`config.mk`:
```
export PLATFORM = sky130hd
export DESIGN_NAME = stable_sorted_priority_queue_top
export DESIGN_NICKNAME = d
export VERILOG_FILES = /design/src/hdl/spq_pkg.sv /design/src/hdl/spq_cell.sv /design/src/hdl/stable_sorted_priority_queue_top.sv
export VERILOG_INCLUDE_DIRS = /design/src /design/src/hdl
export SDC_FILE = /design/constraint.sdc
export NUM_CORES = 2
export LEC_CHECK = 0
export ABC_AREA = 0
export BUFFER_PORTS_ARGS = -buffer_cell sky130_fd_sc_hd__buf_4
export CAP_MARGIN = 30
export CORE_MARGIN = 10
export CORE_UTILIZATION = 30
export CTS_BUF_LIST = sky130_fd_sc_hd__clkbuf_16
export DETAILED_ROUTE_END_ITERATION = 7
export MAX_ROUTING_LAYER = met4
export PLACE_DENSITY = 0.56
export RECOVER_POWER = 50
export SYNTH_ARGS = -nofsm -noshare
export SYNTH_HDL_FRONTEND = slang
export SYNTH_SLANG_ARGS = --single-unit
```
`constraint.sdc`:
```
create_clock -name clk -period 12.66 [get_ports clk]
set_input_delay 0 -clock clk [delete_from_list [all_inputs] [get_ports clk]]
set_output_delay 0 -clock clk [all_outputs]
set_load 0.02 [all_outputs]
```
`src/hdl/assert_macros.svh`:
```
// ---------------------------------------------------------------------------
// Assertion macros
// Shared concurrent assertion wrappers for the sorted queue RTL.
// ---------------------------------------------------------------------------
`ifndef ASSERT_MACROS_SVH
`define ASSERT_MACROS_SVH

// Checked on every clock edge outside reset.
`define SPQ_ASSERT(label, prop, msg) \
  label: assert property (@(posedge clk) disable iff (rst) (prop)) else $error(msg);

// Checked on every clock edge, reset included.
`define SPQ_ASSERT_ALWAYS(label, prop, msg) \
  label: assert property (@(posedge clk) (prop)) else $error(msg);

`endif

```
`src/hdl/spq_pkg.sv`:
```
// ---------------------------------------------------------------------------
// spq_pkg
// Request codes and the cell control bundle of the sorted priority queue.
// ---------------------------------------------------------------------------
package spq_pkg;

  localparam logic REQ_ENQUEUE = 1'b0;
  localparam logic REQ_DEQUEUE = 1'b1;

  // Broadcast to every cell for one cycle.
  typedef struct packed {
    logic ins;  // insert the new entry, shift the tail one place back
    logic pop;  // drop the front entry, shift everything one place forward
  } cell_op_t;

endpackage

```
`src/hdl/spq_cell.sv`:
```
// ---------------------------------------------------------------------------
// spq_cell
// One slot of the sorted shift register: holds an item and its priority.
// ---------------------------------------------------------------------------
module spq_cell #(
  parameter int ITEM_WIDTH     = 32,
  parameter int PRIORITY_WIDTH = 16
) (
  input  logic                             clk,
  input  spq_pkg::cell_op_t                op,
  input  logic                             live,
  input  logic        [ITEM_WIDTH-1:0]     new_item,
  input  logic signed [PRIORITY_WIDTH-1:0] new_priority,
  input  logic        [ITEM_WIDTH-1:0]     left_item,
  input  logic signed [PRIORITY_WIDTH-1:0] left_priority,
  input  logic                             left_keep,
  input  logic        [ITEM_WIDTH-1:0]     right_item,
  input  logic signed [PRIORITY_WIDTH-1:0] right_priority,
  output logic        [ITEM_WIDTH-1:0]     item,
  output logic signed [PRIORITY_WIDTH-1:0] priority_val,
  output logic                             keep
);

  // Entry stays put when it is held and not later than the newcomer (FIFO on ties).
  assign keep = live && (priority_val <= new_priority);

  always_ff @(posedge clk) begin
    if (op.pop) begin
      item         <= right_item;
      priority_val <= right_priority;
    end else if (op.ins && !keep) begin
      if (left_keep) begin
        item         <= new_item;
        priority_val <= new_priority;
      end else begin
        item         <= left_item;
        priority_val <= left_priority;
      end
    end
  end

endmodule

```
`src/hdl/stable_sorted_priority_queue_top.sv`:
```
// ---------------------------------------------------------------------------
// stable_sorted_priority_queue_top
// Stable sorted priority queue built as a systolic row of storage cells.
// ---------------------------------------------------------------------------
// Holds up to DEPTH entries, smallest priority at the front, equal
// priorities in arrival order. Each request (enqueue or dequeue) is one
// transaction on the input channel and yields exactly one result
// transaction describing the queue after the request. On an enqueue every
// cell compares its own priority against the incoming one in parallel and
// holds, loads the new entry, or takes its left neighbor's entry; on a
// dequeue every cell takes its right neighbor's entry. The result is offered
// the cycle after acceptance and a new request is taken every cycle the
// result side keeps up. Full enqueues are dropped (enqueue_dropped), empty
// dequeues are ignored (dequeue_ignored). No clearing pass runs after reset;
// slots beyond the occupancy are never observed.
`include "assert_macros.svh"

module stable_sorted_priority_queue_top #(
  parameter int DEPTH          = 16,
  parameter int ITEM_WIDTH     = 32,
  parameter int PRIORITY_WIDTH = 16
) (
  input  logic                                 clk,
  input  logic                                 rst,
  // request channel
  input  logic                                 in_valid,
  output logic                                 in_ready,
  input  logic                                 req_type,
  input  logic        [ITEM_WIDTH-1:0]         new_item,
  input  logic signed [PRIORITY_WIDTH-1:0]     new_priority,
  // result channel
  output logic                                 out_valid,
  input  logic                                 out_ready,
  output logic        [ITEM_WIDTH-1:0]         head_item,
  output logic signed [PRIORITY_WIDTH-1:0]     head_priority,
  output logic        [$clog2(DEPTH+1)-1:0]    occupancy,
  output logic                                 queue_empty,
  output logic                                 enqueue_dropped,
  output logic                                 dequeue_ignored
);

  localparam int CW = $clog2(DEPTH + 1);

  logic        [CW-1:0]             count;
  logic        [CW-1:0]             count_next;
  logic                             accept;
  logic                             full;
  logic                             empty;
  logic                             do_ins;
  logic                             do_pop;
  spq_pkg::cell_op_t                op;

  logic        [ITEM_WIDTH-1:0]     cell_item     [DEPTH];
  logic signed [PRIORITY_WIDTH-1:0] cell_priority [DEPTH];
  logic        [DEPTH-1:0]          cell_keep;

  // Output slot frees up when empty or when its result is taken this cycle.
  assign in_ready = !out_valid || out_ready;
  assign accept   = in_valid && in_ready;

  assign full  = (count == CW'(DEPTH));
  assign empty = (count == '0);

  assign do_ins = accept && (req_type == spq_pkg::REQ_ENQUEUE) && !full;
  assign do_pop = accept && (req_type == spq_pkg::REQ_DEQUEUE) && !empty;

  assign op.ins = do_ins;
  assign op.pop = do_pop;

  always_comb begin
    count_next = count;
    if (do_ins) begin
      count_next = count + CW'(1);
    end else if (do_pop) begin
      count_next = count - CW'(1);
    end
  end

  // Cell row: cell 0 is the front; data flows back on insert, forward on pop.
  for (genvar i = 0; i < DEPTH; i++) begin : g_cell
    logic        [ITEM_WIDTH-1:0]     l_item;
    logic signed [PRIORITY_WIDTH-1:0] l_priority;
    logic                             l_keep;
    logic        [ITEM_WIDTH-1:0]     r_item;
    logic signed [PRIORITY_WIDTH-1:0] r_priority;

    if (i == 0) begin : g_front
      // Nothing ahead of the front: a front cell that yields takes the new entry.
      assign l_item     = '0;
      assign l_priority = '0;
      assign l_keep     = 1'b1;
    end else begin : g_mid
      assign l_item     = cell_item[i-1];
      assign l_priority = cell_priority[i-1];
      assign l_keep     = cell_keep[i-1];
    end

    if (i == DEPTH - 1) begin : g_back
      assign r_item     = '0;
      assign r_priority = '0;
    end else begin : g_inner
      assign r_item     = cell_item[i+1];
      assign r_priority = cell_priority[i+1];
    end

    spq_cell #(
      .ITEM_WIDTH     (ITEM_WIDTH),
      .PRIORITY_WIDTH (PRIORITY_WIDTH)
    ) u_cell (
      .clk            (clk),
      .op             (op),
      .live           (count > CW'(i)),
      .new_item       (new_item),
      .new_priority   (new_priority),
      .left_item      (l_item),
      .left_priority  (l_priority),
      .left_keep      (l_keep),
      .right_item     (r_item),
      .right_priority (r_priority),
      .item           (cell_item[i]),
      .priority_val   (cell_priority[i]),
      .keep           (cell_keep[i])
    );
  end

  // Control and result flags. Queue state only moves on acceptance, which
  // with a pending result coincides with that result being taken, so the
  // head fields below can be read straight from the front cell.
  always_ff @(posedge clk) begin
    if (rst) begin
      count           <= '0;
      out_valid       <= 1'b0;
      enqueue_dropped <= 1'b0;
      dequeue_ignored <= 1'b0;
    end else begin
      count <= count_next;
      if (accept) begin
        out_valid       <= 1'b1;
        enqueue_dropped <= (req_type == spq_pkg::REQ_ENQUEUE) && full;
        dequeue_ignored <= (req_type == spq_pkg::REQ_DEQUEUE) && empty;
      end else if (out_ready) begin
        out_valid <= 1'b0;
      end
    end
  end

  assign occupancy     = count;
  assign queue_empty   = empty;
  assign head_item     = empty ? '0 : cell_item[0];
  assign head_priority = empty ? '0 : cell_priority[0];

  // ------------------------------------------------------------------------
  // Assertions
  // ------------------------------------------------------------------------
  `SPQ_ASSERT(a_count_bound, count <= CW'(DEPTH), "occupancy above DEPTH")

  `SPQ_ASSERT(a_enq_count, do_ins |=> (count == $past(count) + CW'(1)), "enqueue count slip")

  `SPQ_ASSERT(a_front_sorted, (count >= CW'(2)) |-> (cell_priority[0] <= cell_priority[1]), "front out of order")

  `SPQ_ASSERT(a_flags_exclusive, out_valid |-> !(enqueue_dropped && dequeue_ignored), "both flags set")

  `SPQ_ASSERT(a_result_follows, accept |=> out_valid, "accepted request gave no result")

endmodule

```
==> summary.md <==
| Metric | Value |
|---|---|
| Placed cell areas | 0.0500 mm² |
| Failing checks | max-capacitance violations, max-slew violations |
| YS warnings | 0 |
| WL final | 181 mm |
| Synthesized flop and latch total | 776 |
| I/O pin cnt | 111 |
| Worst-path clk slew | 70 ps |
| Worst slew pin tran | 3630 ps |
| Port Buffers | 110 |
| HP Class | in -> reg |
| Final Skew | 30.8 ps |
| Most common cell in the netlist | edfxtp_1 |
| VDD IR max | 0.000114 V |
| Overall Power | 8.64 mW |
| Startpoint Class | register |
| Area contributors post-synth | edfxtp_1 46%, a221o_1 9.1%, ha_1 6.9%, a21oi_1 5.9%, nand2_1 4.4% |
| Drt pass-1 iters | 6 |
| CTS tree | yes |
| CTS H-Tree Depth | 3 |
| Max-slew violation count | 717 |
| Synth unique cells | 65 |
| Core area | 0.157 mm² |
| Slew headroom | -142% |
| Antenna Nets Post-Route | 0 |
| CP endpoint kind | register |
| DR iter-0 viols | 4921 |
| Clock Sinks | 776 |
| EDFF count, synth | 720 |
| Worst-path fanout max | 52 |
| F_max | 114 MHz |
| Clock buffer depth | 3 |
| Non-Filler Instances | 6661 |
| DP Cell Count | 6442 |
| Mapped Avg Cell Area | 10.1 µm² |
| LEAKAGE | 20.3 nW |
| Fin. Hold Viols | 0 |
| Post-synth top cells | 720 x edfxtp_1, 561 x a21oi_1, 559 x nand2_1, 431 x a221o_1, 419 x clkbuf_1 |
| Status | finished with violations |
| Area share of the largest cell type after synthesis | 45.5% |
| Post-route minimum period | 8730 ps |
| Syn Std Cell Area | 0.0475 mm² |
| Max cap viols | 18 |
| Core Util, Final | 33.8% |
| Setup CP Type | reg -> reg |
| Hold WS | 125 ps |
| Vias in the first global route | 41400 |
| Largest net degree at the start of global routing | 207 |
| Slack of the critical path | 3930 ps |
| Initial antenna violation count | 2 |
| Post-CTS sizing | 0 |
| Starting Density | 30.3% |
| Vias per std cell | 6.22 |
| Ys flop type | edfxtp_1 |
| CTS buffer count | 90 |
| Nets | 4842 |
| Area leader, netlist | edfxtp_1 |
| CTS Root Cell | clkbuf_16 |
| PD cells | 163 mW/mm² |
| Post-CTS setup buffers | 0 |
| DP HPWL | 119 mm |
| Final worst-path cycle share | 69.0% |
| Syn_nets | 5010 |
| Setup TNS | 0 ps |
| Die H | 418 µm |
| Setup Viol. Count Final | 0 |
| Register area share after synthesis | 47.9% |
| Post-synthesis async set-or-reset flop share | 0% |
| Worst slack, placed | 7240 ps |
| Vias | 41500 |
| Share of cells above drive strength 1 | 9.13% |
| GRT overflow | 0 |
| RSZ-0062 raised after global routing | false |
| Gr usage total | 20.4% |
| Layout area overhead | 11.5% |
| Required @ worst endpoint | 13010 ps |
| Final Instance Area | 0.0530 mm² |
| Chip Width | 418 µm |
| Clock Latency Late Sink | 710 ps |
| First-pass GRT wire length | 271 mm |
| Num rows | 145 |
| Routed WL per cell | 27.2 µm |
| DRC errors left | 0 |
| Synth Instances | 4696 |
| Crit path DAT | 9090 ps |
| Die Area | 0.175 mm² |
| Final GP Congestion | 0.885 |
-- worst max-delay path, cell delays in order, from the launching register on --
cell      delay [ps]
dfxtp_1          450
nor3_1           520
nand2_1          920
clkbuf_1         610
nand2_1         1430
clkbuf_1        1570
clkbuf_1        1850
o21ai_4          400
buf_4            510
-- routing by layer --
metal	routed length [µm]	share of wire [%]	global-route usage, %	up-vias
li1	-	-	-	18100
met1	74700	41	26.2	21000
met2	84900	47	32.4	2001
met3	12500	6.9	2.57	402
met4	9030	5.0	8.79	0
met5	0	0	-	-
-- placed cells by master, fill, tap and decap left out, drive strengths merged, types with 9 or more instances in the layout --
master	Yosys	layout
a41oi	97	97
o221ai	52	52
clkbuf	419	164
buf	110	144
nor3	49	49
dfxtp	56	56
nand4	70	70
o221a	96	96
edfxtp	720	720
clkinv	1	40
mux2i	49	49
nand2	559	559
and3	105	105
inv	103	130
nand3	19	19
a221o	431	431
o211ai	9	9
ha	261	261
a211oi	9	9
and2	45	45
nor2	293	293
a21oi	561	561
o21ai	159	159
o31ai	132	132
a21o	100	100
or3	11	11
dlygate4sd3	0	52
a31oi	54	54
o21a	28	28
nor2b	25	25
-- power breakdown --
part,internal (mW),total [mW],leakage (nW),switching (mW)
Combinational,0.832,2.35,11.5,1.51
Sequential,3.39,3.69,7.29,0.303
Clock,1.45,2.61,1.47,1.16
-- registers in the layout, indices dropped and copies added (netlist names) --
| signal | flops |
|---|---|
| g_cell.u_cell.priority_val | 256 |
| out_valid | 1 |
| enqueue_dropped | 1 |
| dequeue_ignored | 1 |
| occupancy | 5 |
| g_cell.u_cell.item | 512 |
-- cell type report --
cell class              instances  area [µm²]
fillers                     15900      104000
flip-flops and latches        776       22700
clock buffers                  91        2280
well taps                    2058        2570
clock inverters                75         547
diodes                          1        2.50
multi-input cells            3287       22500
inverters                     104         390
repair buffers                269        1930
-- worst paths after layout --
kind | start | to | slack (ps) | depth (start not counted)
setup / recovery | occupancy[3]$_SDFFE_PP0P_ | g_cell[4].u_cell.item[21]$_DFFE_PP_ | 3930 | 8
setup reg to reg | occupancy[3]$_SDFFE_PP0P_ | g_cell[4].u_cell.item[21]$_DFFE_PP_ | 3930 | 8
hold / removal | rst | occupancy[3]$_SDFFE_PP0P_ | 120 | 3
hold reg to reg | g_cell[15].u_cell.item[15]$_SDFFE_PP0P_ | g_cell[15].u_cell.item[15]$_SDFFE_PP0P_ | 550 | 2
-- logic make-up after synthesis --
kind of cell / share of synthesized area, %
AO/OA/AOI/OAI: 27.5
AND/OR/NAND/NOR: 11.4
flip-flops: 47.9
buffers and inverters: 5.33
adder cells (fa/ha/maj): 6.87
multiplexers: 1.03
XOR/XNOR: 0.0369
-- repair_timing --
action / CTS / global route
endpoints found under the setup margin: 0 / 0
hold endpoints to repair: 343 / 0
hold buffers: 52 / 0
Note: power is estimated with default switching activity, not from simulation.
